[src/svc_pkg.sv]
`timescale 1ns / 1ps
`default_nettype none
// ----------------------------------------------------------------------------
// svc_pkg
// shared types and constants of the space vector pwm compare calculator
// ----------------------------------------------------------------------------
package svc_pkg;

    // fixed field and datapath widths
    localparam int TS_BITS   = 16;
    localparam int NUM_W     = 34;
    localparam int MAG_W     = 32;
    localparam int Q1_W      = 33;
    localparam int SUM_W     = 34;
    localparam int PROD2_W   = 49;
    localparam int LANES1    = 3;
    localparam int LANES2    = 2;

    localparam logic [15:0] PERIOD_RESET = 16'd8400;

    // q15 coefficients
    localparam logic signed [NUM_W-1:0] SQRT3_Q15      = 34'sd56756;
    localparam logic signed [NUM_W-1:0] HALF_SQRT3_Q15 = 34'sd28378;
    localparam logic signed [NUM_W-1:0] THREE_HALF_Q15 = 34'sd49152;
    localparam logic signed [NUM_W-1:0] ONE_Q15        = 34'sd32768;

    // lanes of the first divider
    localparam int LANE_X = 0;
    localparam int LANE_Y = 1;
    localparam int LANE_Z = 2;

    // sector codes
    typedef logic [2:0] t_sector;
    localparam t_sector SECTOR_ZERO  = 3'd0;
    localparam t_sector SECTOR_1     = 3'd1;
    localparam t_sector SECTOR_2     = 3'd2;
    localparam t_sector SECTOR_3     = 3'd3;
    localparam t_sector SECTOR_4     = 3'd4;
    localparam t_sector SECTOR_5     = 3'd5;
    localparam t_sector SECTOR_6     = 3'd6;
    localparam t_sector SECTOR_SEVEN = 3'd7;

    typedef struct packed {
        logic signed [15:0] volt_alpha;
        logic signed [15:0] volt_beta;
        logic [15:0]        bus_volt;
    } t_svc_in;

    typedef struct packed {
        logic [14:0] cmp_a;
        logic [14:0] cmp_b;
        logic [14:0] cmp_c;
        t_sector     sector_code;
    } t_svc_out;

    // travels beside the x/y/z division
    typedef struct packed {
        t_sector     sector;
        logic [2:0]  neg;
    } t_svc_div1_side;

    // travels beside the overmodulation division
    typedef struct packed {
        t_sector     sector;
        logic        over;
        logic [15:0] t1;
        logic [15:0] t2;
    } t_svc_div2_side;

endpackage
`default_nettype wire

[src/svc_cmp_map.sv]
`timescale 1ns / 1ps
`default_nettype none
// ----------------------------------------------------------------------------
// svc_cmp_map
// segment times and phase mapping into the output register
// ----------------------------------------------------------------------------
module svc_cmp_map (
    input  logic                       i_clk,
    input  logic                       i_rst_n,
    input  logic                       i_en,
    input  logic                       i_valid,
    input  logic [1:0][15:0]           i_q,
    input  svc_pkg::t_svc_div2_side    i_side,
    input  logic [15:0]                i_ts,
    output logic                       o_valid,
    output svc_pkg::t_svc_out          o_out
);
    import svc_pkg::*;

    logic        r_v;
    t_svc_out    r_out;
    logic [15:0] w_t1;
    logic [15:0] w_t2;
    logic [17:0] w_sum;
    logic [17:0] w_ta;
    logic [17:0] w_tb;
    logic [17:0] w_tc;
    t_svc_out    n_out;

    always_comb begin
        w_t1  = i_side.over ? i_q[0] : i_side.t1;
        w_t2  = i_side.over ? i_q[1] : i_side.t2;
        w_sum = 18'(w_t1) + 18'(w_t2);
        w_ta  = 18'(i_ts) - w_sum;
        w_tb  = 18'(i_ts) + 18'(w_t1) - 18'(w_t2);
        w_tc  = 18'(i_ts) + w_sum;
        n_out.sector_code = i_side.sector;
        unique case (i_side.sector)
            SECTOR_1: begin
                n_out.cmp_a = w_tb[16:2];
                n_out.cmp_b = w_ta[16:2];
                n_out.cmp_c = w_tc[16:2];
            end
            SECTOR_2: begin
                n_out.cmp_a = w_ta[16:2];
                n_out.cmp_b = w_tc[16:2];
                n_out.cmp_c = w_tb[16:2];
            end
            SECTOR_3: begin
                n_out.cmp_a = w_ta[16:2];
                n_out.cmp_b = w_tb[16:2];
                n_out.cmp_c = w_tc[16:2];
            end
            SECTOR_4: begin
                n_out.cmp_a = w_tc[16:2];
                n_out.cmp_b = w_tb[16:2];
                n_out.cmp_c = w_ta[16:2];
            end
            SECTOR_5: begin
                n_out.cmp_a = w_tc[16:2];
                n_out.cmp_b = w_ta[16:2];
                n_out.cmp_c = w_tb[16:2];
            end
            SECTOR_6: begin
                n_out.cmp_a = w_tb[16:2];
                n_out.cmp_b = w_tc[16:2];
                n_out.cmp_c = w_ta[16:2];
            end
            default: begin
                n_out.cmp_a = w_ta[16:2];
                n_out.cmp_b = w_ta[16:2];
                n_out.cmp_c = w_ta[16:2];
            end
        endcase
    end

    always_ff @(posedge i_clk) begin
        if (!i_rst_n) begin
            r_v <= 1'b0;
        end else if (i_en) begin
            r_v <= i_valid;
        end
    end

    always_ff @(posedge i_clk) begin
        if (i_en) begin
            r_out <= n_out;
        end
    end

    assign o_valid = r_v;
    assign o_out   = r_out;

endmodule
`default_nettype wire

[config.mk]
export PLATFORM = sky130hd
export DESIGN_NAME = svc_cmp_map
export DESIGN_NICKNAME = d
export VERILOG_FILES = /design/src/svc_pkg.sv /design/src/svc_cmp_map.sv
export SDC_FILE = /design/constraint.sdc
export NUM_CORES = 1
export LEC_CHECK = 0
export BUFFER_PORTS_ARGS = -buffer_cell sky130_fd_sc_hd__clkbuf_2
export CORE_MARGIN = 2
export CORE_UTILIZATION = 55
export DETAILED_ROUTE_END_ITERATION = 10
export PLACE_DENSITY = 0.88
export SYNTH_ARGS = -nofsm -noshare
export SYNTH_HDL_FRONTEND = slang
export SYNTH_SLANG_ARGS = --single-unit
[constraint.sdc]
create_clock -name i_clk -period 6.6 [get_ports i_clk]
set_input_delay 0 -clock i_clk [delete_from_list [all_inputs] [get_ports i_clk]]
set_output_delay 0 -clock i_clk [all_outputs]
set_load 0.02 [all_outputs]
==> results.toml <==
[clock_tree]
cts_root_buf = "clkbuf_16"
htreeDepth = 2
cts_sinks = 49
cts_buffer_depth = 2
cts_buffers = 5
post_cts_buffers = 0
clkTransAtPathRegs_ps = 60
cts_tree = "done"
insertion_delay_ps = 290

[setup_path]
cp-end-kind = "flip-flop"
critPathLaunchType = "input pin"
endpoint = "o_out[15]$_DFFE_PP_"
cp-startpoint = "i_side[32]"
cp_num_cells = 21
r2r_setup_slack_ps = 5460
path_max_fanout = 30
critPathKind = "input pin to flip-flop"
reg2reg_from = "o_valid$_SDFFE_PN0P_"
r2r_cells = 3
path_buf_inv = 3
cp_top_family = "compound AO/OA/AOI/OAI gates"
cp.required_ps = 6620
critPathMostFrequentCell = "o21ai_0"
slowest_delay_ps = 560
r2r-end = "o_valid$_SDFFE_PN0P_"
critical_path_arrival_ps = 5270
worstPathCellList = "clkbuf_2 > buf_4 > mux2_2 > fa_1 > a211oi_1 > o31ai_1 > o31ai_1 > inv_1 > a21oi_1 > o21ai_0 > xor2_1 > ha_1 > or4_4 > o21bai_1 > a31oi_1 > a211oi_1 > nor2_1 > xor2_1 > o22ai_1 > o21ai_0 > o21ai_0"
slowest_stage = "or4_4"

[pwr]
p_comb_share_pct = 67.9
power_uw = 2450
cellInternalPower_uw = 1300
sequentialPowerShare_pct = 20.6
vdd_drop_max_mv = 0.216
switching_power_uw = 1150
p_per_area_mw_per_mm2 = 335
clkPwrFrac_pct = 11.5
leakage_uw = 0.00349
swShare_pct = 47.0

[logic_synthesis]
avgSynthCellArea_um2 = 8.21
synth_cells = 777
async_reset_ff_share_pct = 0
synth-edff-count = 48
yosysSeqAreaShare_pct = 22.9
synth.most_common_cell = "inv_1"
yosysWarningCount = 0
ys_seq_elements = 49
synth-main-ff-cell = "edfxtp_1"
synth_common_cells = "inv_1 (99), a21oi_1 (76), ha_1 (65)"
netlist_area_mm2 = 0.00638
yosysUniqueCellTypes = 62
synth.top_cell.area_share_pct = 22.6
synth_area_leader_cell = "edfxtp_1"
syn_nets = 946
yosys-top-cells-area = "edfxtp_1 (23%), ha_1 (13%), a21oi_1 (6.0%), inv_1 (5.8%), xnor2_1 (5.4%)"

[floorplanning]
fp.dieW_um = 112
start_util_pct = 56.1
die_area_mm2 = 0.0125
rows = 39
die_height_um = 112
ios = 137
coreArea_mm2 = 0.0114

[flow_run]
max-cap-violations = 0

[drt]
drtPass1Iterations = 6
detail_route.wl_per_cell_um = 15.0
drcViolationCount = 0
drt-total-wl_um = 15500
num_vias = 6080
dr.first_iter.drc_count = 581
viasPerCell = 5.87
ant_nets = 0

[outcome]
status = "completed"

[final_layout]
insertedDiodeCount = 0
final_cells = 1035
fill_cells = 957
drive_gt1_share_pct = 20.1
syn2layout_area_growth_pct = 14.6
nets = 1060

[sta]
rsz0062_at_grt = "no"
period_needed_ps = 5260
hold_violations = 0
maxSlewHeadroom_pct = 47.6
setup_viol = 0
drv_slew = 0
fmax_mhz = 190
worstMarginPinSlew_ps = 779
period_share_pct = 79.6
skew_ps = 0
finalSetupTns_ps = 0

[placed_design]
dp_cells = 1025
finalWeightedCongestion = 0.906
hpwl_um = 12000
port_buffers = 136

[worst_hold_path]
hp-start = "i_en"
holdCritPathClass = "input pin to flip-flop"
hold_depth = 2

[grt]
overflow = 0
grt_pass1_vias = 5461
antenna_found_initial = 0
grt_max_degree = 73
grt_pass1_wl_um = 25500
track_usage_pct = 24.3
[layer usage]
| layer | GRT usage [%] | part of all wire, % |
|---|---|---|
| met1 | 34.8 | 44 |
| met2 | 39.4 | 45 |
| met3 | 2.23 | 9.7 |
| met4 | 7.00 | 1.8 |
| met5 | 0 | 0 |
[final cells by class]
cell class	instances	area, um^2	share of cell area (%)
clock buffers	6	129	1.76
clock inverters	2	33.8	0.462
inverters	101	379	5.19
multi-input cells	592	4400	60.2
flip-flops and latches	49	1460	20.0
well taps	143	179	2.45
repair buffers	142	731	10.0
[power groups by stage]
stage / combinational, uW / clock, uW / sequential [uW]
detailed placement: 1630 / 0 / 513
CTS: 1630 / 281 / 507
global placement: 1580 / 0 / 510
floorplan: 1130 / 0 / 629
finish: 1670 / 282 / 505
global route: 1830 / 295 / 514
[cell families (layout without fill, tap and decap cells)]
kind of cell             Yosys count  count (layout)  share of synthesized area (%)
flip-flops                        49              49                           22.9
AND/OR/NAND/NOR                  173             173                           12.5
XOR/XNOR                          49              49                           6.73
adder cells (fa/ha/maj)           81              81                           17.8
multiplexers                      35              35                           5.81
buffers and inverters            136             251                           8.12
AO/OA/AOI/OAI                    254             254                           26.2
[placed cells by master (no fill, tap or decap), types with 5 or more instances in the layout]
cell type and count:
a211oi_1 9, a21o_1 11, a21oi_1 76, a22oi_1 10
a2bb2oi_1 6, a31oi_1 6, clkbuf_16 5, clkbuf_2 136
edfxtp_1 48, fa_1 16, ha_1 65, inv_1 99
mux2_2 16, mux2i_1 19, nand2_1 55, nand2b_1 6
nand3_1 11, nor2_1 54, nor2b_1 6, nor3_1 15
o211ai_1 5, o21a_1 7, o21ai_0 34, o21bai_1 6
o22a_1 9, o22ai_1 36, o31ai_1 5, or2_2 5
or3_1 6, xnor2_1 39, xor2_1 10
[registers in the layout, summed over array words and instances, names as in the netlist]
name and cells:
o_out 48, o_valid 1
[repair_timing]
item	CTS	global route
endpoints found under the hold margin	1	0
endpoints found under the setup margin	0	0
hold buffers	2	0
gates resized for setup	0	0
[stage by stage]
| stage | utilization [%] | area (um^2) | setup slack, ps | hold WS (ps) |
|---|---|---|---|---|
| after floorplan | - | 6380 | 1430 | 98.9 |
| after detailed placement | 62.7 | 7130 | 1100 | 220 |
| after global placement | 62.7 | 7130 | 1280 | 210 |
| after global routing | 64.3 | 7310 | 814 | 379 |
| final | 64.3 | 7310 | 1340 | 338 |
| after CTS | 64.3 | 7310 | 1410 | 348 |
[worst min-delay path by stage]
stage	end	slack [ps]
detailed placement	o_valid$_SDFFE_PN0P_	220
CTS	o_out[18]$_DFFE_PP_	350
global placement	o_valid$_SDFFE_PN0P_	210
global route	o_out[18]$_DFFE_PP_	380
floorplan	o_out[0]$_DFFE_PP_	100
finish	o_out[22]$_DFFE_PP_	340
Power figures use the tool's default switching activity.
