<file path="src/svc_pkg.sv">
`timescale 1ns / 1ps
`default_nettype none
// ----------------------------------------------------------------------------
// svc_pkg
// shared types and constants of the space vector pwm compare calculator
// ----------------------------------------------------------------------------
package svc_pkg;

    // fixed field and datapath widths
    localparam int TS_BITS   = 16;
    localparam int NUM_W     = 34;
    localparam int MAG_W     = 32;
    localparam int Q1_W      = 33;
    localparam int SUM_W     = 34;
    localparam int PROD2_W   = 49;
    localparam int LANES1    = 3;
    localparam int LANES2    = 2;

    localparam logic [15:0] PERIOD_RESET = 16'd8400;

    // q15 coefficients
    localparam logic signed [NUM_W-1:0] SQRT3_Q15      = 34'sd56756;
    localparam logic signed [NUM_W-1:0] HALF_SQRT3_Q15 = 34'sd28378;
    localparam logic signed [NUM_W-1:0] THREE_HALF_Q15 = 34'sd49152;
    localparam logic signed [NUM_W-1:0] ONE_Q15        = 34'sd32768;

    // lanes of the first divider
    localparam int LANE_X = 0;
    localparam int LANE_Y = 1;
    localparam int LANE_Z = 2;

    // sector codes
    typedef logic [2:0] t_sector;
    localparam t_sector SECTOR_ZERO  = 3'd0;
    localparam t_sector SECTOR_1     = 3'd1;
    localparam t_sector SECTOR_2     = 3'd2;
    localparam t_sector SECTOR_3     = 3'd3;
    localparam t_sector SECTOR_4     = 3'd4;
    localparam t_sector SECTOR_5     = 3'd5;
    localparam t_sector SECTOR_6     = 3'd6;
    localparam t_sector SECTOR_SEVEN = 3'd7;

    typedef struct packed {
        logic signed [15:0] volt_alpha;
        logic signed [15:0] volt_beta;
        logic [15:0]        bus_volt;
    } t_svc_in;

    typedef struct packed {
        logic [14:0] cmp_a;
        logic [14:0] cmp_b;
        logic [14:0] cmp_c;
        t_sector     sector_code;
    } t_svc_out;

    // travels beside the x/y/z division
    typedef struct packed {
        t_sector     sector;
        logic [2:0]  neg;
    } t_svc_div1_side;

    // travels beside the overmodulation division
    typedef struct packed {
        t_sector     sector;
        logic        over;
        logic [15:0] t1;
        logic [15:0] t2;
    } t_svc_div2_side;

endpackage
`default_nettype wire

</file>
<file path="src/svc_time_scale.sv">
`timescale 1ns / 1ps
`default_nettype none
// ----------------------------------------------------------------------------
// svc_time_scale
// active vector times per sector, overmodulation test and scaling products
// ----------------------------------------------------------------------------
module svc_time_scale (
    input  logic                                 i_clk,
    input  logic                                 i_rst_n,
    input  logic                                 i_en,
    input  logic                                 i_valid,
    input  logic [2:0][svc_pkg::Q1_W-1:0]        i_q,
    input  svc_pkg::t_svc_div1_side              i_side,
    input  logic [15:0]                          i_ts,
    output logic                                 o_valid,
    output logic [1:0][svc_pkg::SUM_W-1:0]       o_rem,
    output logic [1:0][15:0]                     o_num,
    output logic [svc_pkg::SUM_W-1:0]            o_den,
    output svc_pkg::t_svc_div2_side              o_side
);
    import svc_pkg::*;

    // positive part of a signed quotient, flip negates first
    function automatic logic [Q1_W-1:0] pos_part(
        input logic [Q1_W-1:0] q,
        input logic            neg,
        input logic            flip
    );
        return (neg ^ flip) ? '0 : q;
    endfunction

    // stage 1: pick t1, t2 and clamp at zero
    logic                r1_v;
    logic [Q1_W-1:0]     r1_t1;
    logic [Q1_W-1:0]     r1_t2;
    t_sector             r1_sect;
    logic [Q1_W-1:0]     n1_t1;
    logic [Q1_W-1:0]     n1_t2;

    always_comb begin
        unique case (i_side.sector)
            SECTOR_1: begin
                n1_t1 = pos_part(i_q[LANE_Z], i_side.neg[LANE_Z], 1'b0);
                n1_t2 = pos_part(i_q[LANE_Y], i_side.neg[LANE_Y], 1'b0);
            end
            SECTOR_2: begin
                n1_t1 = pos_part(i_q[LANE_Y], i_side.neg[LANE_Y], 1'b0);
                n1_t2 = pos_part(i_q[LANE_X], i_side.neg[LANE_X], 1'b1);
            end
            SECTOR_3: begin
                n1_t1 = pos_part(i_q[LANE_Z], i_side.neg[LANE_Z], 1'b1);
                n1_t2 = pos_part(i_q[LANE_X], i_side.neg[LANE_X], 1'b0);
            end
            SECTOR_4: begin
                n1_t1 = pos_part(i_q[LANE_X], i_side.neg[LANE_X], 1'b1);
                n1_t2 = pos_part(i_q[LANE_Z], i_side.neg[LANE_Z], 1'b0);
            end
            SECTOR_5: begin
                n1_t1 = pos_part(i_q[LANE_X], i_side.neg[LANE_X], 1'b0);
                n1_t2 = pos_part(i_q[LANE_Y], i_side.neg[LANE_Y], 1'b1);
            end
            SECTOR_6: begin
                n1_t1 = pos_part(i_q[LANE_Y], i_side.neg[LANE_Y], 1'b1);
                n1_t2 = pos_part(i_q[LANE_Z], i_side.neg[LANE_Z], 1'b1);
            end
            default: begin
                n1_t1 = '0;
                n1_t2 = '0;
            end
        endcase
    end

    always_ff @(posedge i_clk) begin
        if (i_en) begin
            r1_t1   <= n1_t1;
            r1_t2   <= n1_t2;
            r1_sect <= i_side.sector;
        end
    end

    // stage 2: sum and overmodulation flag
    logic                r2_v;
    logic [Q1_W-1:0]     r2_t1;
    logic [Q1_W-1:0]     r2_t2;
    logic [SUM_W-1:0]    r2_sum;
    logic                r2_over;
    t_sector             r2_sect;
    logic [SUM_W-1:0]    w_sum;

    assign w_sum = SUM_W'(r1_t1) + SUM_W'(r1_t2);

    always_ff @(posedge i_clk) begin
        if (i_en) begin
            r2_t1   <= r1_t1;
            r2_t2   <= r1_t2;
            r2_sum  <= w_sum;
            r2_over <= w_sum > SUM_W'(i_ts);
            r2_sect <= r1_sect;
        end
    end

    // stage 3: times period for the rescale
    logic                r3_v;
    logic [PROD2_W-1:0]  r3_p [LANES2];
    logic [SUM_W-1:0]    r3_sum;
    t_svc_div2_side      r3_side;

    always_ff @(posedge i_clk) begin
        if (i_en) begin
            r3_p[0]        <= PROD2_W'(r2_t1) * PROD2_W'(i_ts);
            r3_p[1]        <= PROD2_W'(r2_t2) * PROD2_W'(i_ts);
            r3_sum         <= r2_sum;
            r3_side.sector <= r2_sect;
            r3_side.over   <= r2_over;
            r3_side.t1     <= r2_t1[15:0];
            r3_side.t2     <= r2_t2[15:0];
        end
    end

    always_ff @(posedge i_clk) begin
        if (!i_rst_n) begin
            r1_v <= 1'b0;
            r2_v <= 1'b0;
            r3_v <= 1'b0;
        end else if (i_en) begin
            r1_v <= i_valid;
            r2_v <= r1_v;
            r3_v <= r2_v;
        end
    end

    // high part is already below the sum, only 16 quotient bits remain
    always_comb begin
        for (int l = 0; l < LANES2; l++) begin
            o_rem[l] = SUM_W'(r3_p[l][PROD2_W-1:16]);
            o_num[l] = r3_p[l][15:0];
        end
    end

    assign o_valid = r3_v;
    assign o_den   = r3_sum;
    assign o_side  = r3_side;

endmodule
`default_nettype wire

</file>
<file path="config.mk">
export PLATFORM = sky130hd
export DESIGN_NAME = svc_time_scale
export DESIGN_NICKNAME = d
export VERILOG_FILES = /design/src/svc_pkg.sv /design/src/svc_time_scale.sv
export SDC_FILE = /design/constraint.sdc
export NUM_CORES = 2
export LEC_CHECK = 0
export BUFFER_PORTS_ARGS = -buffer_cell sky130_fd_sc_hd__buf_4
export CORE_ASPECT_RATIO = 0.8
export CORE_MARGIN = 1.5
export CORE_UTILIZATION = 65
export CTS_BUF_LIST = sky130_fd_sc_hd__clkbuf_4 sky130_fd_sc_hd__clkbuf_8
export DETAILED_ROUTE_END_ITERATION = 10
export PLACE_DENSITY = 0.95
export SLEW_MARGIN = 20
export SYNTH_ARGS = -nofsm -noshare
export SYNTH_HDL_FRONTEND = slang
export SYNTH_SLANG_ARGS = --single-unit
</file>
<file path="constraint.sdc">
create_clock -name i_clk -period 19 [get_ports i_clk]
set_clock_uncertainty 0.2 [all_clocks]
set_input_delay 5.7 -clock i_clk [delete_from_list [all_inputs] [get_ports i_clk]]
set_output_delay 5.7 -clock i_clk [all_outputs]
set_load 0.1 [all_outputs]
</file>
==> impl_metrics.tcl <==
set metrics [dict create \
    ys_seq_area_frac 0.220 \
    finalHoldViolations 0 \
    die_area_mm2 0.0736 \
    post-dp-hpwl_um 94600 \
    fmax_mhz 76.6 \
    slew_violations 0 \
    io_pins 296 \
    ff2ff_path_depth 20 \
    floorplan.rows 87 \
    worst_pin_slew_ps 1030 \
    slowest_stage "buf_4" \
    period_needed_ps 13050 \
    drcViolationCount 0 \
    initial_core_util 0.660 \
    synth_enable_flop_cells 341 \
    grt_pass1_wl_um 206000 \
    die_h_um 243 \
    critPathKind "in -> reg" \
    timing.slew.headroom 0.314 \
    clk_latency_ps 770 \
    synth_top_family_by_area "adder cells" \
    synth_largest_area_cell "fa_1" \
    holdPathStages 0 \
    root_buffer "clkbuf_8" \
    cts.hold.buffers_added 0 \
    end_kind "register" \
    startpoint_type "input pin" \
    avgSynthCellArea_um2 10.0 \
    core_mm2 0.0709 \
    synth_area_mm2 0.0468 \
    synth-seq-cells 344 \
    fin_tns_setup_ps 0 \
    cts_sinks 344 \
    async_reset_ff_frac 0 \
    nets 6100 \
    syn2layout_area_growth_pct 8.29 \
    postRouteAntennaNets 0 \
    final_cell_area_mm2 0.0507 \
    cpPeakStageDelay_ps 680 \
    mostFrequentLayoutCells "inv_1, fa_1, nand2_1" \
    netlist.area_leader.share 0.370 \
    final_layout_size_suffix_gt1_frac 0.0867 \
    grt_max_degree 164 \
    place_congestion 0.951 \
    cp.arrival_ps 13310 \
    worstHoldPathType "reg -> reg" \
    vias_per_cell 6.19 \
    cts_tree "done" \
    place_area_mm2 0.0494 \
    cts_resized 0 \
    synth.area.mux_share 0.000642 \
    utilization 0.715 \
    period_share 0.687 \
    cts_buffer_depth 3 \
    crit_required_ps 19260 \
    synth_flop_cell "edfxtp_1" \
    synth-simple-area-share 0.136 \
    yosys.area_share.adder 0.448 \
    critPathMostFrequentCell "fa_1" \
    cap_viol_max_count 0 \
    yosysWarnings 0 \
    syn-instance-count 4674 \
    final_common_cell "inv_1" \
    cts_inserted_buffers 59 \
    placement.io_buffers 293 \
    synth_compound_area_frac 0.0734 \
    crit_fanout 67 \
    post_cts_buffers 0 \
    rsz0062_at_grt "no" \
    grt_pass1_vias 38939 \
    finalSetupViolCount 0 \
    ys_top_cells_by_area "fa_1, edfxtp_1, inv_1, ha_1, and2_1" \
    vias 35903 \
    synth_cell_type_count 80 \
    drtIter0Drc 3902 \
    clk_transition_reported_paths_ps 70 \
    finalWirelength_um 131000 \
    htreeDepth 2 \
    wire_per_inst_um 22.6 \
    status "finished, final reports clean" \
    grt_util_all_layers 0.367 \
    antenna_found_initial 2 \
    die_w_um 303 \
    synth-xor-area-share 0.0219 \
    grt-ovfl-total 0 \
    path_cells "buf_4, nand2_1, fa_1, inv_1, fa_1, fa_1, fa_1, fa_1, inv_1, fa_1, inv_1, ha_1, and3_1, nand4_1, a211oi_1, o211ai_1, o31ai_2, a41oi_1, o2111ai_1, a31oi_1, xnor2_1" \
    dr.pass1.iters 10 \
]
[cells by family after synthesis]
family / Yosys count
AO/OA/AOI/OAI: 487
flip-flops: 344
other: 1
buffers and inverters: 1243
adder cells (fa/ha/maj): 1156
multiplexers: 3
AND/OR/NAND/NOR: 1323
XOR/XNOR: 117
[registers in the layout (all words and copies together), names as in the netlist, 33 cells and up]
name and flops:
r2_t1 33, r1_t1 33, r2_t2 33, o_side 36, r2_sum 34, r3_p 98
r1_t2 33, o_den 34
[routing by layer]
| metal | vias to the layer above | share of wire | track usage |
|---|---|---|---|
| li1 | 14782 | - | - |
| met1 | 17416 | 0.33 | 0.452 |
| met2 | 2882 | 0.45 | 0.562 |
| met3 | 819 | 0.14 | 0.111 |
| met4 | 4 | 0.076 | 0.245 |
| met5 | - | 0.00024 | 0 |
[layout make-up]
| class | instances | area (um2) |
|---|---|---|
| inverter | 1021 | 3830 |
| clock inverter | 40 | 310 |
| tap | 934 | 1170 |
| fill | 4556 | 20200 |
| timing repair buffer | 305 | 2310 |
| sequential | 344 | 10300 |
| clock buffer | 70 | 895 |
| antenna | 2 | 5.00 |
| multi-input combinational | 3088 | 31800 |
[cells in the mapped netlist, types with 3 or more instances]
cell type and instances:
mux2i_1 3, nor3b_1 7, o21ai_1 29, o41ai_1 6, a211oi_1 15, inv_1 1018, nor4_1 4, nor4b_1 3
dfxtp_1 3, or2_2 4, o21ai_0 33, o31ai_1 7, clkbuf_1 218, or3_1 4, a211o_1 6, a2111oi_0 3
a21o_1 75, and3_1 8, xnor2_1 76, edfxtp_1 341, a221oi_1 4, nand2b_1 9, nand3_1 21, a41oi_1 3
xor2_1 41, nand4_1 26, fa_1 865, nor3_1 14, o21bai_1 22, o21a_1 17, nor2b_1 9, a222oi_1 66
nand3b_1 3, ha_1 291, and4_1 4, a2111o_1 3, a31oi_1 15, a21oi_1 137, o211ai_1 11, nor2_1 71
nand2_1 696, and2_1 435
[stage by stage]
| step | cells | worst slack [ps] | hold WS, ps |
|---|---|---|---|
| 2_1_floorplan | 4675 | 6990 | 200 |
| 3_3_place_gp | 5692 | 5530 | 201 |
| 3_5_place_dp | 5692 | 5440 | 205 |
| 4_1_cts | 5802 | 6100 | 196 |
| 5_1_grt | 5802 | 5730 | 217 |
| 6_report | 5804 | 5950 | 214 |
[critical path: cells and delay by family]
family                   cells  cell delay [ps]
AO/OA/AOI/OAI                6             2390
XOR/XNOR                     1              140
adder cells (fa/ha/maj)      7             3520
buffers and inverters        4              830
AND/OR/NAND/NOR              3              680
[path summary, 6_finish.rpt]
kind	start	endpoint	slack, ps
worst max-delay path	i_ts[7]	r3_p[0][48]$_DFFE_PP_	5950
worst min-delay path	r2_sum[3]$_DFFE_PP_	o_den[3]$_DFFE_PP_	210
worst max register to register	r2_t1[10]$_DFFE_PP_	r3_p[0][48]$_DFFE_PP_	10600
worst min register to register	r2_sum[3]$_DFFE_PP_	o_den[3]$_DFFE_PP_	210
Power is left out: the tool's default activity adds up to more than one toggle a clock period on the data nets, which glitch-free logic cannot reach.
