### src/svc_pkg.sv
`timescale 1ns / 1ps
`default_nettype none
// ----------------------------------------------------------------------------
// svc_pkg
// shared types and constants of the space vector pwm compare calculator
// ----------------------------------------------------------------------------
package svc_pkg;

    // fixed field and datapath widths
    localparam int TS_BITS   = 16;
    localparam int NUM_W     = 34;
    localparam int MAG_W     = 32;
    localparam int Q1_W      = 33;
    localparam int SUM_W     = 34;
    localparam int PROD2_W   = 49;
    localparam int LANES1    = 3;
    localparam int LANES2    = 2;

    localparam logic [15:0] PERIOD_RESET = 16'd8400;

    // q15 coefficients
    localparam logic signed [NUM_W-1:0] SQRT3_Q15      = 34'sd56756;
    localparam logic signed [NUM_W-1:0] HALF_SQRT3_Q15 = 34'sd28378;
    localparam logic signed [NUM_W-1:0] THREE_HALF_Q15 = 34'sd49152;
    localparam logic signed [NUM_W-1:0] ONE_Q15        = 34'sd32768;

    // lanes of the first divider
    localparam int LANE_X = 0;
    localparam int LANE_Y = 1;
    localparam int LANE_Z = 2;

    // sector codes
    typedef logic [2:0] t_sector;
    localparam t_sector SECTOR_ZERO  = 3'd0;
    localparam t_sector SECTOR_1     = 3'd1;
    localparam t_sector SECTOR_2     = 3'd2;
    localparam t_sector SECTOR_3     = 3'd3;
    localparam t_sector SECTOR_4     = 3'd4;
    localparam t_sector SECTOR_5     = 3'd5;
    localparam t_sector SECTOR_6     = 3'd6;
    localparam t_sector SECTOR_SEVEN = 3'd7;

    typedef struct packed {
        logic signed [15:0] volt_alpha;
        logic signed [15:0] volt_beta;
        logic [15:0]        bus_volt;
    } t_svc_in;

    typedef struct packed {
        logic [14:0] cmp_a;
        logic [14:0] cmp_b;
        logic [14:0] cmp_c;
        t_sector     sector_code;
    } t_svc_out;

    // travels beside the x/y/z division
    typedef struct packed {
        t_sector     sector;
        logic [2:0]  neg;
    } t_svc_div1_side;

    // travels beside the overmodulation division
    typedef struct packed {
        t_sector     sector;
        logic        over;
        logic [15:0] t1;
        logic [15:0] t2;
    } t_svc_div2_side;

endpackage
`default_nettype wire

### src/svc_vec_front.sv
`timescale 1ns / 1ps
`default_nettype none
// ----------------------------------------------------------------------------
// svc_vec_front
// sector decode and scaled x/y/z numerators, three stages
// ----------------------------------------------------------------------------
module svc_vec_front (
    input  logic                               i_clk,
    input  logic                               i_rst_n,
    input  logic                               i_en,
    input  logic                               i_valid,
    input  svc_pkg::t_svc_in                   i_in,
    input  logic [15:0]                        i_ts,
    output logic                               o_valid,
    output logic [2:0][svc_pkg::Q1_W-1:0]      o_num,
    output logic [15:0]                        o_den,
    output svc_pkg::t_svc_div1_side            o_side
);
    import svc_pkg::*;

    // stage 1: numerators and sector
    logic                           r1_v;
    logic signed [NUM_W-1:0]        r1_n [LANES1];
    t_sector                        r1_sect;
    logic [15:0]                    r1_u;

    logic signed [NUM_W-1:0]        w_a;
    logic signed [NUM_W-1:0]        w_b;
    logic signed [NUM_W-1:0]        n1_n [LANES1];
    logic signed [NUM_W-1:0]        w_sb;
    logic signed [NUM_W-1:0]        w_sc;
    t_sector                        n1_sect;

    always_comb begin
        w_a = NUM_W'(i_in.volt_alpha);
        w_b = NUM_W'(i_in.volt_beta);
        n1_n[LANE_X] = SQRT3_Q15 * w_b;
        n1_n[LANE_Y] = THREE_HALF_Q15 * w_a + HALF_SQRT3_Q15 * w_b;
        n1_n[LANE_Z] = HALF_SQRT3_Q15 * w_b - THREE_HALF_Q15 * w_a;
        w_sb = SQRT3_Q15 * w_a - ONE_Q15 * w_b;
        w_sc = -(SQRT3_Q15 * w_a) - ONE_Q15 * w_b;
        n1_sect = {w_sc > 0, w_sb > 0, w_b > 0};
    end

    always_ff @(posedge i_clk) begin
        if (i_en) begin
            r1_n    <= n1_n;
            r1_sect <= n1_sect;
            r1_u    <= (i_in.bus_volt == 16'd0) ? 16'd1 : i_in.bus_volt;
        end
    end

    // stage 2: magnitudes
    logic                           r2_v;
    logic [MAG_W-1:0]               r2_mag [LANES1];
    logic [2:0]                     r2_neg;
    t_sector                        r2_sect;
    logic [15:0]                    r2_u;

    always_ff @(posedge i_clk) begin
        if (i_en) begin
            for (int l = 0; l < LANES1; l++) begin
                r2_neg[l] <= r1_n[l][NUM_W-1];
                r2_mag[l] <= r1_n[l][NUM_W-1] ? MAG_W'(-r1_n[l]) : MAG_W'(r1_n[l]);
            end
            r2_sect <= r1_sect;
            r2_u    <= r1_u;
        end
    end

    // stage 3: times period, drop the q15 scale
    logic                           r3_v;
    logic [2:0][Q1_W-1:0]           r3_q;
    logic [2:0]                     r3_neg;
    t_sector                        r3_sect;
    logic [15:0]                    r3_u;
    logic [MAG_W+15:0]              w_prod [LANES1];

    always_comb begin
        for (int l = 0; l < LANES1; l++) begin
            w_prod[l] = (MAG_W+16)'(r2_mag[l]) * (MAG_W+16)'(i_ts);
        end
    end

    always_ff @(posedge i_clk) begin
        if (i_en) begin
            for (int l = 0; l < LANES1; l++) begin
                r3_q[l] <= w_prod[l][MAG_W+15:15];
            end
            r3_neg  <= r2_neg;
            r3_sect <= r2_sect;
            r3_u    <= r2_u;
        end
    end

    always_ff @(posedge i_clk) begin
        if (!i_rst_n) begin
            r1_v <= 1'b0;
            r2_v <= 1'b0;
            r3_v <= 1'b0;
        end else if (i_en) begin
            r1_v <= i_valid;
            r2_v <= r1_v;
            r3_v <= r2_v;
        end
    end

    assign o_valid       = r3_v;
    assign o_num         = r3_q;
    assign o_den         = r3_u;
    assign o_side.sector = r3_sect;
    assign o_side.neg    = r3_neg;

endmodule
`default_nettype wire

### config.mk
export PLATFORM = sky130hd
export DESIGN_NAME = svc_vec_front
export DESIGN_NICKNAME = d
export VERILOG_FILES = /design/src/svc_pkg.sv /design/src/svc_vec_front.sv
export SDC_FILE = /design/constraint.sdc
export NUM_CORES = 2
export LEC_CHECK = 0
export ABC_AREA = 1
export CAP_MARGIN = 40
export CORE_ASPECT_RATIO = 1.4
export CORE_UTILIZATION = 50
export DETAILED_ROUTE_END_ITERATION = 7
export DONT_BUFFER_PORTS = 1
export PLACE_DENSITY = 0.62
export REMOVE_ABC_BUFFERS = 1
export SYNTH_ARGS = -nofsm -noshare
export SYNTH_HDL_FRONTEND = slang
export SYNTH_SLANG_ARGS = --single-unit
### constraint.sdc
create_clock -name i_clk -period 9.1 [get_ports i_clk]
set_input_delay 0.455 -clock i_clk [delete_from_list [all_inputs] [get_ports i_clk]]
set_output_delay 0.455 -clock i_clk [all_outputs]
set_load 0.05 [all_outputs]
==> summary.json <==
{
  "synth.top_cell.area_share_pct": 38.1,
  "cts_resized": 0,
  "hold-path-cell-count": 1,
  "dpl.hpwl_mm": 175,
  "synth_area_per_cell_um2": 8.24,
  "fp-row-count": 168,
  "synth.yosys.warnings": 0,
  "hold_end": "r1_u[0]",
  "critical_path_peak_fanout": 8,
  "violations": "slew limit",
  "synthesis.instances": 9206,
  "cp.arrival_ns": 7.89,
  "cts.reportedPaths.clkPinSlew_ns": 0.07,
  "critical_path.endpoint_type": "flop",
  "final_net_count": 11100,
  "grt_overflow": 0,
  "min_from": "i_in[0]",
  "run_status": "finished with violations",
  "synth-edff-count": 320,
  "floorplan.initialDensity_pct": 50.5,
  "wl_mm": 223,
  "timing.hold.worst.class": "input pin to flop",
  "hold_viol": 0,
  "startpoint_types": "input pin",
  "grt_antenna_before_repair": 5,
  "route.detailed.wl_per_inst_um": 20.4,
  "fp.dieArea_um2": 153000,
  "numCtsBuffers": 38,
  "detail_route.iter0.violations": 3514,
  "synth-seq-area-share_pct": 12.7,
  "max_cap_violations": 0,
  "dieHeight_um": 463,
  "max_freq_mhz": 133,
  "postCtsSetupBuffers": 0,
  "r2r_cells": 21,
  "placeableCoreArea_um2": 150000,
  "fin_crit_ns": 7.51,
  "detailroute.via_count": 58500,
  "syn_to_final_growth_pct": 3.69,
  "vias_in_the_first_global_route": 63500,
  "clock_tree_from_tritoncts": "built",
  "global_route.usage.total_pct": 29.9,
  "ff2ff_setup_slack_ns": 2.28,
  "skew_ns": 0.0536,
  "critPathSlowestCell": "sky130_fd_sc_hd__fa_1",
  "setup_tns_ns": 0,
  "synth_flop_cell": "sky130_fd_sc_hd__edfxtp_1",
  "timing.rr.start": "r2_mag[0][43]",
  "setup_viol": 0,
  "reg2reg_to": "o_num[63]",
  "numPortBuffers": 0,
  "grt_setup_unrepaired": "false",
  "slew-limit-headroom_pct": -47.0,
  "maxSlewViolCount": 230,
  "total_clock_sinks": 323,
  "timing.final.crit_share_pct": 82.5,
  "timing.critical_path.max_delay_family": "adder cells",
  "netlist.top_cell.by_area": "sky130_fd_sc_hd__fa_1",
  "yosysUniqueCellTypes": 55,
  "post_cts_hold_buffer_count": 20,
  "max_slew.worst_pin.slew_ns": 2.21,
  "grt_pass1_wl_mm": 351,
  "cts.htree.levels": 2,
  "drt_pre_antenna_iters": 8,
  "crit_top_cell": "sky130_fd_sc_hd__inv_1",
  "ctsLongestPathBuffers": 3,
  "drc_errors": 0,
  "fillCellCount": 14300,
  "synth.cell_area_um2": 75800,
  "postRouteAntennaNets": 0,
  "gp_routability_congestion": 0.953,
  "post_synth_main_area_contributors": "sky130_fd_sc_hd__fa_1 (38%), sky130_fd_sc_hd__edfxtp_1 (13%), sky130_fd_sc_hd__inv_1 (12%)",
  "timing.critical_path.buf_inv": 7,
  "via_per_inst": 5.37,
  "timing_worst_setup_path_type": "input pin to flop",
  "io_pins": 190,
  "die_width_um": 331,
  "grt_start_max_net_pins": 325,
  "post_synthesis_register_bit_count": 323,
  "crit_path_max_incr_delay_ns": 0.55,
  "root_buffer": "sky130_fd_sc_hd__clkbuf_16",
  "synthArstFlopShare_pct": 0,
  "drive_gt1_share_pct": 1.51,
  "clk-insertion-delay-late_ns": 0.66,
  "worst-endpoint-required_ns": 9.49
}
-- cells in the final DEF (no fill, tap or decap), types with 11 or more instances in the layout --
| master | netlist | layout |
|---|---|---|
| sky130_fd_sc_hd__nand4_1 | 40 | 40 |
| sky130_fd_sc_hd__o21ai_0 | 199 | 199 |
| sky130_fd_sc_hd__o21a_1 | 27 | 27 |
| sky130_fd_sc_hd__inv_1 | 2357 | 2357 |
| sky130_fd_sc_hd__a21o_1 | 30 | 30 |
| sky130_fd_sc_hd__dlygate4sd3_1 | 0 | 20 |
| sky130_fd_sc_hd__o21ai_1 | 30 | 30 |
| sky130_fd_sc_hd__ha_1 | 684 | 684 |
| sky130_fd_sc_hd__a21oi_1 | 344 | 344 |
| sky130_fd_sc_hd__o21bai_1 | 21 | 21 |
| sky130_fd_sc_hd__xor2_1 | 174 | 174 |
| sky130_fd_sc_hd__nand3_1 | 178 | 178 |
| sky130_fd_sc_hd__nor2_1 | 402 | 402 |
| sky130_fd_sc_hd__a31oi_1 | 29 | 29 |
| sky130_fd_sc_hd__nor3_1 | 50 | 50 |
| sky130_fd_sc_hd__fa_1 | 1442 | 1442 |
| sky130_fd_sc_hd__xnor2_1 | 92 | 92 |
| sky130_fd_sc_hd__edfxtp_1 | 320 | 320 |
| sky130_fd_sc_hd__nand3b_1 | 11 | 11 |
| sky130_fd_sc_hd__a211oi_1 | 13 | 13 |
| sky130_fd_sc_hd__nand2_1 | 2258 | 2258 |
| sky130_fd_sc_hd__nor4_1 | 20 | 20 |
| sky130_fd_sc_hd__clkbuf_16 | 0 | 39 |
-- layer usage --
metal	GRT usage [%]	vias to the layer above	share of wire, %
met3	3.39	559	5.6
li1	-	26600	-
met4	14.1	2	5.4
met1	34.5	29400	36
met2	54.4	1924	52
met5	0	-	0.0058
-- through the flow --
stage / hold WS, ns / worst slack [ns] / utilization [%] / cells / area [um2]
floorplan: 0.400 / 2.34 / - / 8829 / 74400
global placement: 0.401 / 0.873 / 51.3 / 10800 / 76900
detailed placement: 0.405 / 0.798 / 51.4 / 10800 / 77100
CTS: 0.00816 / 1.48 / 52.4 / 10900 / 78600
global route: 0.00343 / 1.15 / 52.4 / 10900 / 78600
finish: 0.0423 / 1.59 / 52.4 / 10900 / 78600
-- state kept, by name, summed over array words and instances, names as in the netlist --
| register | flops |
|---|---|
| r2_v | 1 |
| r2_neg | 3 |
| o_num | 99 |
| r1_v | 1 |
| r2_sect | 3 |
| r1_sect | 3 |
| o_valid | 1 |
| r1_u | 16 |
| r1_n | 68 |
| r3_sect | 3 |
| o_den | 16 |
| r2_u | 16 |
| r2_mag | 90 |
| r3_neg | 3 |
-- worst register-to-register path: stages (launching register included) --
cell and delay, ns:
sky130_fd_sc_hd__edfxtp_1 0.94, sky130_fd_sc_hd__nand2_1 0.19, sky130_fd_sc_hd__fa_1 0.56, sky130_fd_sc_hd__inv_1 0.06, sky130_fd_sc_hd__fa_1 0.53, sky130_fd_sc_hd__inv_1 0.05
sky130_fd_sc_hd__fa_1 0.48, sky130_fd_sc_hd__fa_1 0.54, sky130_fd_sc_hd__inv_1 0.05, sky130_fd_sc_hd__fa_1 0.48, sky130_fd_sc_hd__inv_1 0.05, sky130_fd_sc_hd__fa_1 0.48
sky130_fd_sc_hd__inv_1 0.05, sky130_fd_sc_hd__ha_1 0.34, sky130_fd_sc_hd__a21oi_1 0.24, sky130_fd_sc_hd__o21ai_0 0.12, sky130_fd_sc_hd__o21bai_1 0.17, sky130_fd_sc_hd__nor2_1 0.27
sky130_fd_sc_hd__inv_1 0.09, sky130_fd_sc_hd__a21oi_1 0.46, sky130_fd_sc_hd__o21ai_0 0.23, sky130_fd_sc_hd__xor2_1 0.18
-- cell usage after synthesis (8+ instances only) --
cell	number
sky130_fd_sc_hd__inv_1	2357
sky130_fd_sc_hd__nand2_1	2258
sky130_fd_sc_hd__fa_1	1442
sky130_fd_sc_hd__ha_1	684
sky130_fd_sc_hd__nor2_1	402
sky130_fd_sc_hd__clkbuf_1	369
sky130_fd_sc_hd__a21oi_1	344
sky130_fd_sc_hd__edfxtp_1	320
sky130_fd_sc_hd__o21ai_0	199
sky130_fd_sc_hd__nand3_1	178
sky130_fd_sc_hd__xor2_1	174
sky130_fd_sc_hd__xnor2_1	92
sky130_fd_sc_hd__nor3_1	50
sky130_fd_sc_hd__nand4_1	40
sky130_fd_sc_hd__a21o_1	30
sky130_fd_sc_hd__o21ai_1	30
sky130_fd_sc_hd__a31oi_1	29
sky130_fd_sc_hd__o21a_1	27
sky130_fd_sc_hd__o21bai_1	21
sky130_fd_sc_hd__nor4_1	20
sky130_fd_sc_hd__a211oi_1	13
sky130_fd_sc_hd__nand3b_1	11
sky130_fd_sc_hd__o211ai_1	10
sky130_fd_sc_hd__o21ai_2	10
sky130_fd_sc_hd__and3_1	8
sky130_fd_sc_hd__or2_2	8
-- worst max path at each step --
| stage | startpoint | to | cells past startpoint |
|---|---|---|---|
| 2_1_floorplan | i_in[33] | r1_sect[2] | 35 |
| 3_3_place_gp | i_in[33] | r1_sect[1] | 32 |
| 3_5_place_dp | i_in[33] | r1_sect[1] | 32 |
| 4_1_cts | i_in[33] | r1_sect[1] | 32 |
| 5_1_grt | i_in[33] | r1_sect[1] | 32 |
| 6_report | i_in[33] | r1_sect[1] | 32 |
-- cells by family (layout without fill, tap and decap cells) --
logic type / Yosys count / in the layout / synth area share, %
XOR/XNOR: 266 / 266 / 3.07
AND/OR/NAND/NOR: 3000 / 3000 / 15.7
other: 0 / 2 / 0
AO/OA/AOI/OAI: 751 / 751 / 5.57
adder cells (fa/ha/maj): 2126 / 2126 / 49.3
buffers and inverters: 2740 / 2468 / 13.6
flip-flops: 323 / 323 / 12.7
-- final cells by class --
cell class | count | area (um2) | area share (%)
clock inverters | 25 | 299 | 0.380
diodes | 2 | 5.00 | 0.00636
inverters | 2363 | 8870 | 11.3
clock buffers | 41 | 983 | 1.25
multi-input cells | 6143 | 55900 | 71.1
flip-flops and latches | 323 | 9670 | 12.3
well taps | 1955 | 2450 | 3.11
repair buffers | 39 | 485 | 0.617
Power is left out: the tool's default activity adds up to more than one toggle a clock period on the data nets, which glitch-free logic cannot reach.
