--- src/svc_udiv_pipe.sv ---
`timescale 1ns / 1ps
`default_nettype none
// ----------------------------------------------------------------------------
// svc_udiv_pipe
// pipelined restoring divider, one quotient bit per stage, shared divisor
// ----------------------------------------------------------------------------
module svc_udiv_pipe #(
    parameter int QW    = 16,
    parameter int DW    = 16,
    parameter int LANES = 1,
    parameter int SW    = 1
) (
    input  logic                         i_clk,
    input  logic                         i_rst_n,
    input  logic                         i_en,
    input  logic                         i_valid,
    input  logic [LANES-1:0][DW-1:0]     i_rem,
    input  logic [LANES-1:0][QW-1:0]     i_num,
    input  logic [DW-1:0]                i_den,
    input  logic [SW-1:0]                i_side,
    output logic                         o_valid,
    output logic [LANES-1:0][QW-1:0]     o_quo,
    output logic [SW-1:0]                o_side
);

    logic                        r_v    [QW];
    logic [LANES-1:0][QW-1:0]    r_num  [QW];
    logic [SW-1:0]               r_side [QW];
    logic [LANES-1:0][DW-1:0]    r_rem  [QW-1];
    logic [DW-1:0]               r_den  [QW-1];

    for (genvar k = 0; k < QW; k++) begin : g_stage
        logic                        w_v;
        logic [LANES-1:0][DW-1:0]    w_rem;
        logic [LANES-1:0][QW-1:0]    w_num;
        logic [DW-1:0]               w_den;
        logic [SW-1:0]               w_side;
        logic [LANES-1:0][DW-1:0]    n_rem;
        logic [LANES-1:0][QW-1:0]    n_num;

        if (k == 0) begin : g_first
            assign w_v    = i_valid;
            assign w_rem  = i_rem;
            assign w_num  = i_num;
            assign w_den  = i_den;
            assign w_side = i_side;
        end else begin : g_next
            assign w_v    = r_v[k-1];
            assign w_rem  = r_rem[k-1];
            assign w_num  = r_num[k-1];
            assign w_den  = r_den[k-1];
            assign w_side = r_side[k-1];
        end

        // trial subtract per lane
        always_comb begin
            logic [DW:0] trial;
            logic [DW:0] diff;
            for (int l = 0; l < LANES; l++) begin
                trial = {w_rem[l], w_num[l][QW-1]};
                diff  = trial - {1'b0, w_den};
                if (trial >= {1'b0, w_den}) begin
                    n_rem[l] = diff[DW-1:0];
                    n_num[l] = {w_num[l][QW-2:0], 1'b1};
                end else begin
                    n_rem[l] = trial[DW-1:0];
                    n_num[l] = {w_num[l][QW-2:0], 1'b0};
                end
            end
        end

        always_ff @(posedge i_clk) begin
            if (!i_rst_n) begin
                r_v[k] <= 1'b0;
            end else if (i_en) begin
                r_v[k] <= w_v;
            end
        end

        always_ff @(posedge i_clk) begin
            if (i_en) begin
                r_num[k]  <= n_num;
                r_side[k] <= w_side;
            end
        end

        if (k < QW - 1) begin : g_carry
            always_ff @(posedge i_clk) begin
                if (i_en) begin
                    r_rem[k] <= n_rem;
                    r_den[k] <= w_den;
                end
            end
        end
    end

    assign o_valid = r_v[QW-1];
    assign o_quo   = r_num[QW-1];
    assign o_side  = r_side[QW-1];

endmodule
`default_nettype wire

--- config.mk ---
export PLATFORM = sky130hd
export DESIGN_NAME = svc_udiv_pipe
export DESIGN_NICKNAME = d
export VERILOG_FILES = /design/src/svc_udiv_pipe.sv
export SDC_FILE = /design/constraint.sdc
export NUM_CORES = 1
export LEC_CHECK = 0
export BUFFER_PORTS_ARGS = -buffer_cell sky130_fd_sc_hd__buf_2
export CORE_UTILIZATION = 57
export DETAILED_ROUTE_END_ITERATION = 7
export PLACE_DENSITY = 0.81
export SLEW_MARGIN = 20
export SYNTH_ARGS = -nofsm -noshare
export SYNTH_HDL_FRONTEND = slang
export SYNTH_SLANG_ARGS = --single-unit
--- constraint.sdc ---
create_clock -name i_clk -period 3.1 [get_ports i_clk]
set_clock_uncertainty 0.2 [all_clocks]
set_input_delay 0.465 -clock i_clk [delete_from_list [all_inputs] [get_ports i_clk]]
set_output_delay 0.465 -clock i_clk [all_outputs]
set_load 0.05 [all_outputs]
==> results of run 1 <==
[critical path, cell delays in order, from the launching register on]
cell       delay (ns)
edfxtp_1         0.47
ha_4             0.28
a21oi_4          0.18
o21ai_2          0.10
a2111oi_4        0.43
buf_4            0.19
nand2_1          0.06
o21ai_2          0.09
a211oi_2         0.12
a2111oi_4        0.28
buf_12           0.21
mux2_2           0.35
[worst max-delay path by stage]
stage | endpoint | slack [ns] | depth (start not counted) | from
finish | r_rem[1][30] | -0.12 | 11 | r_rem[1][3]
global route | r_rem[1][29] | -0.22 | 11 | r_rem[1][5]
CTS | r_rem[1][30] | -0.08 | 12 | r_den[1][4]
detailed placement | r_rem[1][18] | -0.19 | 12 | r_den[1][2]
global placement | r_rem[1][19] | -0.14 | 11 | r_rem[1][3]
floorplan | r_rem[1][56] | -0.13 | 11 | r_den[1][33]
[kinds of logic (layout without fill, tap and decap cells)]
logic type               count (synthesis)  after routing  synth area share [%]
flip-flops                             768            768                  60.3
AO/OA/AOI/OAI                          642            642                  10.9
AND/OR/NAND/NOR                        560            560                  7.32
buffers and inverters                  360            790                  3.61
adder cells (fa/ha/maj)                271            271                  9.17
multiplexers                           173            173                  5.01
XOR/XNOR                               159            159                  3.65
[cells in the mapped netlist (9+ instances only)]
cell type    n
edfxtp_1   767
nor3_1      44
mux2_2     139
nor2_1     128
o21ai_0    166
nand2_1    137
a31oi_1     15
nor2b_1     45
o31ai_1     24
o21a_1      53
nand4_1     24
and2_1      12
clkbuf_1    29
a21oi_1    158
mux2i_1     28
inv_1      318
o21bai_1    12
fa_1        15
xnor2_1    100
buf_2        9
or3_1       13
and3_1      35
a211oi_1    17
and4_1      10
a21o_1      63
nand3_1     46
ha_1       256
o31a_1      15
nand2b_1    38
xor2_1      59
nor4_1       9
o211ai_1    21
[final cells by class]
type,instances,share of cell area (%)
Clock buffer,99,4.63
Sequential cell,768,51.0
Inverter,318,2.64
Clock inverter,45,0.938
Tap cell,864,2.39
Multi-Input combinational cell,1805,32.2
Timing Repair Buffer,328,6.19
[sequential cells by signal, summed over array words and instances, names as in the netlist]
register and flops:
r_den 240, r_rem 240, r_num 256, r_side 16
r_v 16
[repair_timing]
action	4_1_cts	5_1_grt
endpoints found under the hold margin	50	0
endpoints found under the setup margin	96	184
hold buffers	51	0
pin swaps	4	50
gates cloned	0	4
setup buffers	5	38
gates resized for setup	32	137
[metrics by stage]
stage                     hold slack (ns)  instances
after detailed placement            0.205       3985
after global placement              0.200       3985
after CTS                           0.106       4185
final                               0.122       4227
after floorplan                     0.200       2933
after global routing                0.127       4227
[report_power, final]
part	total, W	internal [W]	switching [W]	leakage [nW]
sequential	0.0161	0.0147	0.00140	7.52
clock	0.00922	0.00539	0.00383	1.22
combinational	0.0195	0.00985	0.00964	9.50
[routing by layer]
layer | vias to the layer above | global-route usage, %
met5 | - | 0
met4 | 2 | 7.67
met3 | 150 | 3.01
met2 | 759 | 36.1
met1 | 11800 | 32.0
li1 | 11700 | -
[cells in the final DEF (no fill, tap or decap), types with 13 or more instances in the layout]
cell type	netlist	layout
o21a_1	53	53
o211ai_1	21	21
o21ai_1	2	14
a21oi_1	158	144
mux2_2	139	111
buf_4	2	175
nand2_1	137	136
nand3_1	46	44
clkbuf_16	0	85
o31ai_1	24	17
o21ai_0	166	147
ha_4	0	18
mux2i_1	28	24
a21o_1	63	63
xor2_1	59	59
xnor2_1	100	100
inv_1	318	306
edfxtp_1	767	767
clkbuf_1	29	18
buf_2	9	69
a211oi_1	17	13
clkinv_2	0	15
o31a_1	15	15
and3_1	35	34
buf_12	0	22
mux2_4	0	34
nand4_1	24	24
nor2b_1	45	37
nor2_1	128	128
ha_1	256	232
nand2b_1	38	38
nor3_1	44	41
dlygate4sd3_1	0	51
==> impl_metrics.env, run 1 <==
export IMPL_max_slew_margin_rel_pct=54.3
export IMPL_min_to="r_num[0][3]"
export IMPL_drt_pass1_iter_count=7
export IMPL_met1Wirelength_um=35300
export IMPL_antenna_found_initial=1
export IMPL_synth_top_area_share_pct=60.3
export IMPL_dr_total_vias=24400
export IMPL_path_clk_slew_ns=0.06
export IMPL_hold_viol=0
export IMPL_slew_viol_final=0
export IMPL_async_reset_ff_share_pct=0
export IMPL_synth_area_leader_cell="edfxtp_1"
export IMPL_grt_max_degree=114
export IMPL_r2r_start="r_rem[1][3]"
export IMPL_drc=1
export IMPL_hold_path_class="input port to flip-flop"
export IMPL_tritoncts="built"
export IMPL_cts_root_buf="clkbuf_16"
export IMPL_die_w_um=261
export IMPL_status="complete, but fails checks"
export IMPL_seqCellArea_um2=23100
export IMPL_yosys_warnings=0
export IMPL_rsz0062_at_grt="yes"
export IMPL_fillers=4425
export IMPL_portBuffers=70
export IMPL_start_util_pct=57.9
export IMPL_top_layer="met5"
export IMPL_multi_input_area_um2=14600
export IMPL_avgSynthCellArea_um2=13.0
export IMPL_dp_slack_ns=-0.190
export IMPL_place_area_um2=41100
export IMPL_row_count=94
export IMPL_met2_length_um=36300
export IMPL_reg2reg_depth=11
export IMPL_gp_congestion=0.942
export IMPL_seq_area_frac_synth_pct=60.3
export IMPL_reg2reg_slack_ns=-0.12
export IMPL_htree_levels=3
export IMPL_gr_total_overflow=0
export IMPL_clock_sinks=768
export IMPL_finalWirelength_um=78300
export IMPL_crit_type="flip-flop to flip-flop"
export IMPL_diodes=0
export IMPL_cp_start_kind="flip-flop"
export IMPL_area_growth_pct=18.3
export IMPL_yosysUniqueCellTypes=80
export IMPL_clockBufferDepth=3
export IMPL_reg2reg_to="r_rem[1][30]"
export IMPL_track_usage_pct=22.6
export IMPL_vias_per_cell=5.77
export IMPL_crit_fanout=16
export IMPL_violations="design-rule violations, negative setup slack"
export IMPL_syn_nets=3257
export IMPL_synth_edf_count=767
export IMPL_setup_viol=50
export IMPL_ir_worst_vdd_mv=0.452
export IMPL_layout_nets=3625
export IMPL_ant_nets=0
export IMPL_yosys_top_cells_area="edfxtp_1 (60%), ha_1 (8.4%), mux2_2 (4.1%)"
export IMPL_die_area_um2=68100
export IMPL_netlist_area_um2=38200
export IMPL_ys_flop_type="edfxtp_1"
export IMPL_grt_pass1_wl_um=122000
export IMPL_fmax_mhz=310
export IMPL_finalSetupTns_ns=-2.94
export IMPL_wl_per_cell_um=18.5
export IMPL_maxCapViolCount=0
export IMPL_arrival_ns=3.37
export IMPL_synth_cells=2933
export IMPL_tightest_slew_ns=0.686
export IMPL_die_h_um=261
export IMPL_numCtsBuffers=80
export IMPL_ys_ff_latch=768
export IMPL_place_hpwl_um=54800
export IMPL_final_area_um2=45200
export IMPL_grt_pass1_vias=23700
export IMPL_min_from="i_en"
export IMPL_layout_drive_gt1_share_pct=19.7
export IMPL_dr_first_iter_drc_count=1763
export IMPL_end_kind="flip-flop"
export IMPL_power_density_nw_per_um2=991
export IMPL_met3WireLength_um=4480
export IMPL_fin_util_pct=68.5
export IMPL_p_leak_nw=18.2
export IMPL_period_share_pct=104
export IMPL_layout_setup_ws_ns=-0.123
export IMPL_hold_depth=1
export IMPL_period_minus_slack_ns=3.22
export IMPL_fin_total_pwr_w=0.0448
export IMPL_ioPinCount=71
export IMPL_core_area_um2=66000
export IMPL_clk_latency_ns=0.62
export IMPL_worstPathRequired_ns=3.25
(Power assumes the default switching activity.)
==> inputs of run 2 (changes only) <==
Settings changed: ABC_CLOCK_PERIOD_IN_PS set to 3100, CELL_PAD_IN_SITES_DETAIL_PLACEMENT set to 2, CELL_PAD_IN_SITES_GLOBAL_PLACEMENT set to 2, CORE_MARGIN set to 5, CORE_UTILIZATION 57 to 41.
==> impl_metrics.env, run 2 (synthesis results as in run 1) <==
export IMPL_status="complete, but fails checks"
export IMPL_violations="negative setup slack"
export IMPL_min_to="r_rem[0][15]"
export IMPL_largest_reg_flops=256
export IMPL_seqPwrFrac_pct=31.4
export IMPL_fin_total_pwr_w=0.0523
export IMPL_internal_power_w=0.0323
export IMPL_hold_path_class="input port to flip-flop"
export IMPL_hold_viol=0
export IMPL_crit_type="flip-flop to flip-flop"
export IMPL_ir_worst_vdd_mv=0.503
export IMPL_layout_nets=3772
export IMPL_clock_sinks=768
export IMPL_antenna_found_initial=2
export IMPL_switchingPower_w=0.0201
export IMPL_max_slew_margin_rel_pct=43.0
export IMPL_layout_setup_ws_ns=-0.425
export IMPL_place_hpwl_um=77100
export IMPL_die_h_um=315
export IMPL_die_w_um=315
export IMPL_fmax_mhz=284
export IMPL_diodes=0
export IMPL_maxCapViolCount=0
export IMPL_regMostFlops="r_num"
export IMPL_grt_pass1_wl_um=181000
export IMPL_rsz0062_at_grt="yes"
export IMPL_worstPathRequired_ns=3.33
export IMPL_combPwrFrac_pct=49.0
export IMPL_period_minus_slack_ns=3.53
export IMPL_reg2reg_to="r_rem[1][56]"
export IMPL_setup_viol=163
export IMPL_dr_total_vias=27300
export IMPL_switching_share_pct=38.4
export IMPL_gr_total_overflow=0
export IMPL_power_density_nw_per_um2=1090
export IMPL_top_regs="r_num (256), r_den (240), r_rem (240)"
export IMPL_tritoncts="built"
export IMPL_row_count=112
export IMPL_cp_start_kind="flip-flop"
export IMPL_vias_per_cell=5.72
export IMPL_finalWirelength_um=136000
export IMPL_area_growth_pct=25.7
export IMPL_grt_max_degree=133
export IMPL_ant_nets=0
export IMPL_cts_root_buf="clkbuf_16"
export IMPL_drc=0
export IMPL_tightest_slew_ns=0.855
export IMPL_crit_fanout=7
export IMPL_reg2reg_depth=10
export IMPL_r2r_start="r_den[1][41]"
export IMPL_dr_first_iter_drc_count=1851
export IMPL_min_from="i_rem[15]"
export IMPL_dp_slack_ns=-0.316
export IMPL_reg2reg_slack_ns=-0.43
export IMPL_wl_per_cell_um=28.5
export IMPL_p_leak_nw=19.3
export IMPL_clockBufferDepth=3
export IMPL_arrival_ns=3.75
export IMPL_die_area_um2=99400
export IMPL_htree_levels=3
export IMPL_clk_latency_ns=0.69
export IMPL_core_area_um2=92900
export IMPL_drt_pass1_iter_count=5
export IMPL_track_usage_pct=23.6
export IMPL_fin_util_pct=51.7
export IMPL_hold_depth=3
export IMPL_gp_congestion=0.863
export IMPL_layout_drive_gt1_share_pct=26.3
export IMPL_layout_commonest_cell="edfxtp_1"
export IMPL_path_clk_slew_ns=0.07
export IMPL_layout_common_cells="edfxtp_1 (767), buf_4 (301), inv_1 (287)"
export IMPL_slew_viol_final=0
export IMPL_grt_pass1_vias=30600
export IMPL_numCtsBuffers=89
export IMPL_start_util_pct=41.1
export IMPL_pwr_share_clk_pct=19.6
export IMPL_end_kind="flip-flop"
export IMPL_portBuffers=70
export IMPL_period_share_pct=114
export IMPL_ioPinCount=71
export IMPL_fin_hold_ws_ns=0.0737
run 2: changes by cell type in the layout (fill, tap and decap cells not counted), sizes merged:
cell / before / now
dlygate4sd3: 51 / 50
clkbuf: 103 / 121
bufinv: 7 / 4
clkinvlp: 6 / 1
inv: 322 / 323
buf: 273 / 409
clkinv: 28 / 38
run 2: worst max-delay path, cell delays in order, from the launching register on:
cell and delay, ns:
edfxtp_1 0.42, inv_1 0.10, ha_1 0.41, and2_1 0.28
nand3_1 0.24, nor4_1 0.57, o2111a_1 0.35, a2111oi_4 0.05
buf_4 0.16, clkbuf_16 0.17, mux2_1 0.33
run 2: area by class of cell:
cell class	count	area, um2
fill	8722	44900
sequential	768	23100
multi-input combinational	1805	15600
timing repair buffer	466	3920
clock buffer	114	2360
tap	1254	1570
inverter	318	1200
clock inverter	48	358
run 2: routing by layer:
layer	vias up	global-route usage [%]	part of all wire (%)
li1	12000	-	-
met4	4	13.6	7.1
met2	870	45.3	55
met1	14000	23.9	35
met5	-	0	0.023
met3	495	3.65	3.4
run 2: per-stage QoR:
stage | setup TNS (ns) | instance area [um2] | instances
after floorplan | -0.777 | 38300 | 2933
after global placement | -5.31 | 41900 | 4421
after detailed placement | -21.60 | 41900 | 4421
after CTS | -3.92 | 46600 | 4700
after global routing | -32.19 | 48000 | 4773
final | -20.86 | 48000 | 4773
run 2: how the worst max path moves through the flow:
stage | start | endpoint | cells after the start
after floorplan | r_den[1][33] | r_rem[1][56] | 11
after global routing | r_den[1][41] | r_rem[1][58] | 10
final | r_den[1][41] | r_rem[1][56] | 10
after detailed placement | r_rem[0][105] | r_rem[0][115] | 9
after CTS | r_rem[1][32] | r_rem[1][52] | 10
after global placement | r_rem[0][0] | r_rem[0][19] | 11
run 2: power by group through the flow:
stage	logic, W	clock network (W)	registers [W]
2_1_floorplan	0.0126	0	0.0156
3_3_place_gp	0.0173	0	0.0162
3_5_place_dp	0.0189	0	0.0163
4_1_cts	0.0217	0.0103	0.0162
5_1_grt	0.0268	0.0109	0.0165
6_report	0.0256	0.0103	0.0164
run 2: timing repair:
action / in CTS / in global routing
cloned: 6 / 4
setup endpoints to repair: 187 / 229
setup buffers: 61 / 82
hold buffers: 50 / 0
hold endpoints to repair: 53 / 0
gates resized for setup: 194 / 215
pin swaps: 45 / 70
==> inputs of run 3 (changes only) <==
Settings changed: CORE_UTILIZATION 41 to 42, CTS_BUF_LIST set to sky130_fd_sc_hd__clkbuf_8, PLACE_DENSITY 0.81 to 0.83.
==> impl_metrics.env, run 3 (synthesis results as in run 1) <==
export IMPL_numCtsBuffers=140
export IMPL_power_density_nw_per_um2=1130
export IMPL_cp_start_kind="flip-flop"
export IMPL_reg2reg_slack_ns=-0.56
export IMPL_layout_nets=3863
export IMPL_ir_worst_vdd_mv=0.582
export IMPL_finalSetupTns_ns=-43.25
export IMPL_dr_total_vias=29400
export IMPL_ant_nets=0
export IMPL_gp_congestion=0.870
export IMPL_path_clk_slew_ns=0.07
export IMPL_crit_family="compound AO/OA/AOI/OAI gates"
export IMPL_row_count=110
export IMPL_crit_fanout=8
export IMPL_htree_levels=4
export IMPL_layout_common_cells="edfxtp_1 (767), inv_1 (341), buf_4 (320)"
export IMPL_setup_viol=212
export IMPL_area_growth_pct=27.1
export IMPL_final_area_um2=48600
export IMPL_arrival_ns=4.04
export IMPL_core_area_um2=90100
export IMPL_hold_path_class="input port to flip-flop"
export IMPL_die_area_um2=97100
export IMPL_ioPinCount=71
export IMPL_place_hpwl_um=82100
export IMPL_fin_hold_ws_ns=0.118
export IMPL_crit_path_top_delay_cell="edfxtp_1"
export IMPL_status="complete, but fails checks"
export IMPL_tritoncts="built"
export IMPL_regMostFlops="r_num"
export IMPL_fillers=8311
export IMPL_start_util_pct=42.4
export IMPL_crit_type="flip-flop to flip-flop"
export IMPL_hold_viol=0
export IMPL_drc=0
export IMPL_path_cells="ha_4 > buf_6 > buf_6 > o2111a_2 > nor4b_4 > o31a_1 > o31ai_2 > o2111a_2 > a2111oi_4 > buf_4 > buf_12 > mux2_4"
export IMPL_layout_setup_ws_ns=-0.556
export IMPL_dpl_cell_count=4338
export IMPL_top_regs="r_num (256), r_den (240), r_rem (240)"
export IMPL_vias_per_cell=6.12
export IMPL_end_kind="flip-flop"
export IMPL_p_leak_nw=19.7
export IMPL_place_area_um2=41700
export IMPL_gr_total_overflow=0
export IMPL_grt_pass1_wl_um=202000
export IMPL_period_minus_slack_ns=3.66
export IMPL_clockBufferDepth=3
export IMPL_crit_path_max_incr_delay_ns=0.48
export IMPL_layout_drive_gt1_share_pct=29.5
export IMPL_die_h_um=312
export IMPL_largest_reg_flops=256
export IMPL_maxCapViolCount=0
export IMPL_track_usage_pct=27.1
export IMPL_slew_viol_final=0
export IMPL_grt_max_degree=119
export IMPL_die_w_um=312
export IMPL_worstPathRequired_ns=3.49
export IMPL_fin_cells=4811
export IMPL_layout_commonest_cell="edfxtp_1"
export IMPL_fmax_mhz=274
export IMPL_wl_per_cell_um=34.6
export IMPL_dr_first_iter_drc_count=2394
export IMPL_finalWirelength_um=166000
export IMPL_max_slew_margin_rel_pct=52.7
export IMPL_fin_total_pwr_w=0.0547
export IMPL_portBuffers=70
export IMPL_tightest_slew_ns=0.709
export IMPL_clk_latency_ns=0.90
export IMPL_antenna_found_initial=2
export IMPL_crit_buf_inv=4
export IMPL_rsz0062_at_grt="yes"
export IMPL_clock_sinks=768
export IMPL_cts_root_buf="clkbuf_8"
export IMPL_drt_pass1_iter_count=6
export IMPL_grt_pass1_vias=31400
export IMPL_violations="negative setup slack"
export IMPL_period_share_pct=118
[run 3: layout make-up]
| type | instances | area (um2) | area share [%] |
|---|---|---|---|
| Antenna cell | 2 | 5.00 | 0.0103 |
| Clock buffer | 145 | 2000 | 4.11 |
| Clock inverter | 91 | 438 | 0.902 |
| Inverter | 318 | 1200 | 2.46 |
| Multi-Input combinational cell | 1805 | 16100 | 33.1 |
| Sequential cell | 768 | 23100 | 47.5 |
| Tap cell | 1176 | 1470 | 3.03 |
| Timing Repair Buffer | 506 | 4310 | 8.88 |
[run 3: report_power, final]
part	internal, W	total, W	switching [W]	leakage [nW]
Clock	0.00448	0.00948	0.00500	1.43
Combinational	0.0127	0.0286	0.0159	10.8
Sequential	0.0147	0.0166	0.00193	7.52
[run 3: repair_timing]
action,CTS,global route
endpoints found under the setup margin,198,223
pin swaps,31,108
setup buffers,71,110
endpoints found under the hold margin,89,0
hold buffers,53,0
gates resized for setup,208,323
cloned,5,5
[run 3: worst paths after layout]
path / startpoint / endpoint / cells after the start
hold / removal: i_rem[15] / r_rem[0][15] / 5
setup / recovery: r_rem[1][35] / r_rem[1][50] / 12
hold reg to reg: r_num[0][93] / r_num[0][110] / 0
setup reg to reg: r_rem[1][35] / r_rem[1][50] / 12
[run 3: per-stage QoR]
step	utilization [%]	setup slack, ns
2_1_floorplan	-	-0.129
3_3_place_gp	46.3	-0.154
3_5_place_dp	46.3	-0.354
4_1_cts	51.4	-0.267
5_1_grt	53.9	-0.526
6_report	53.9	-0.556
[run 3: routing by layer]
metal,up-vias,share of wire [%],track usage [%]
li1,12100,-,-
met1,15100,33,27.4
met2,1480,53,52.5
met3,714,4.5,4.45
met4,0,8.7,15.0
met5,-,0,0
[run 3: tightest hold or removal path, cell delays in order]
cell,delay [ns]
buf_2,0.12
nor2_1,0.08
nor2_1,0.10
mux2_2,0.16
nor2_1,0.07
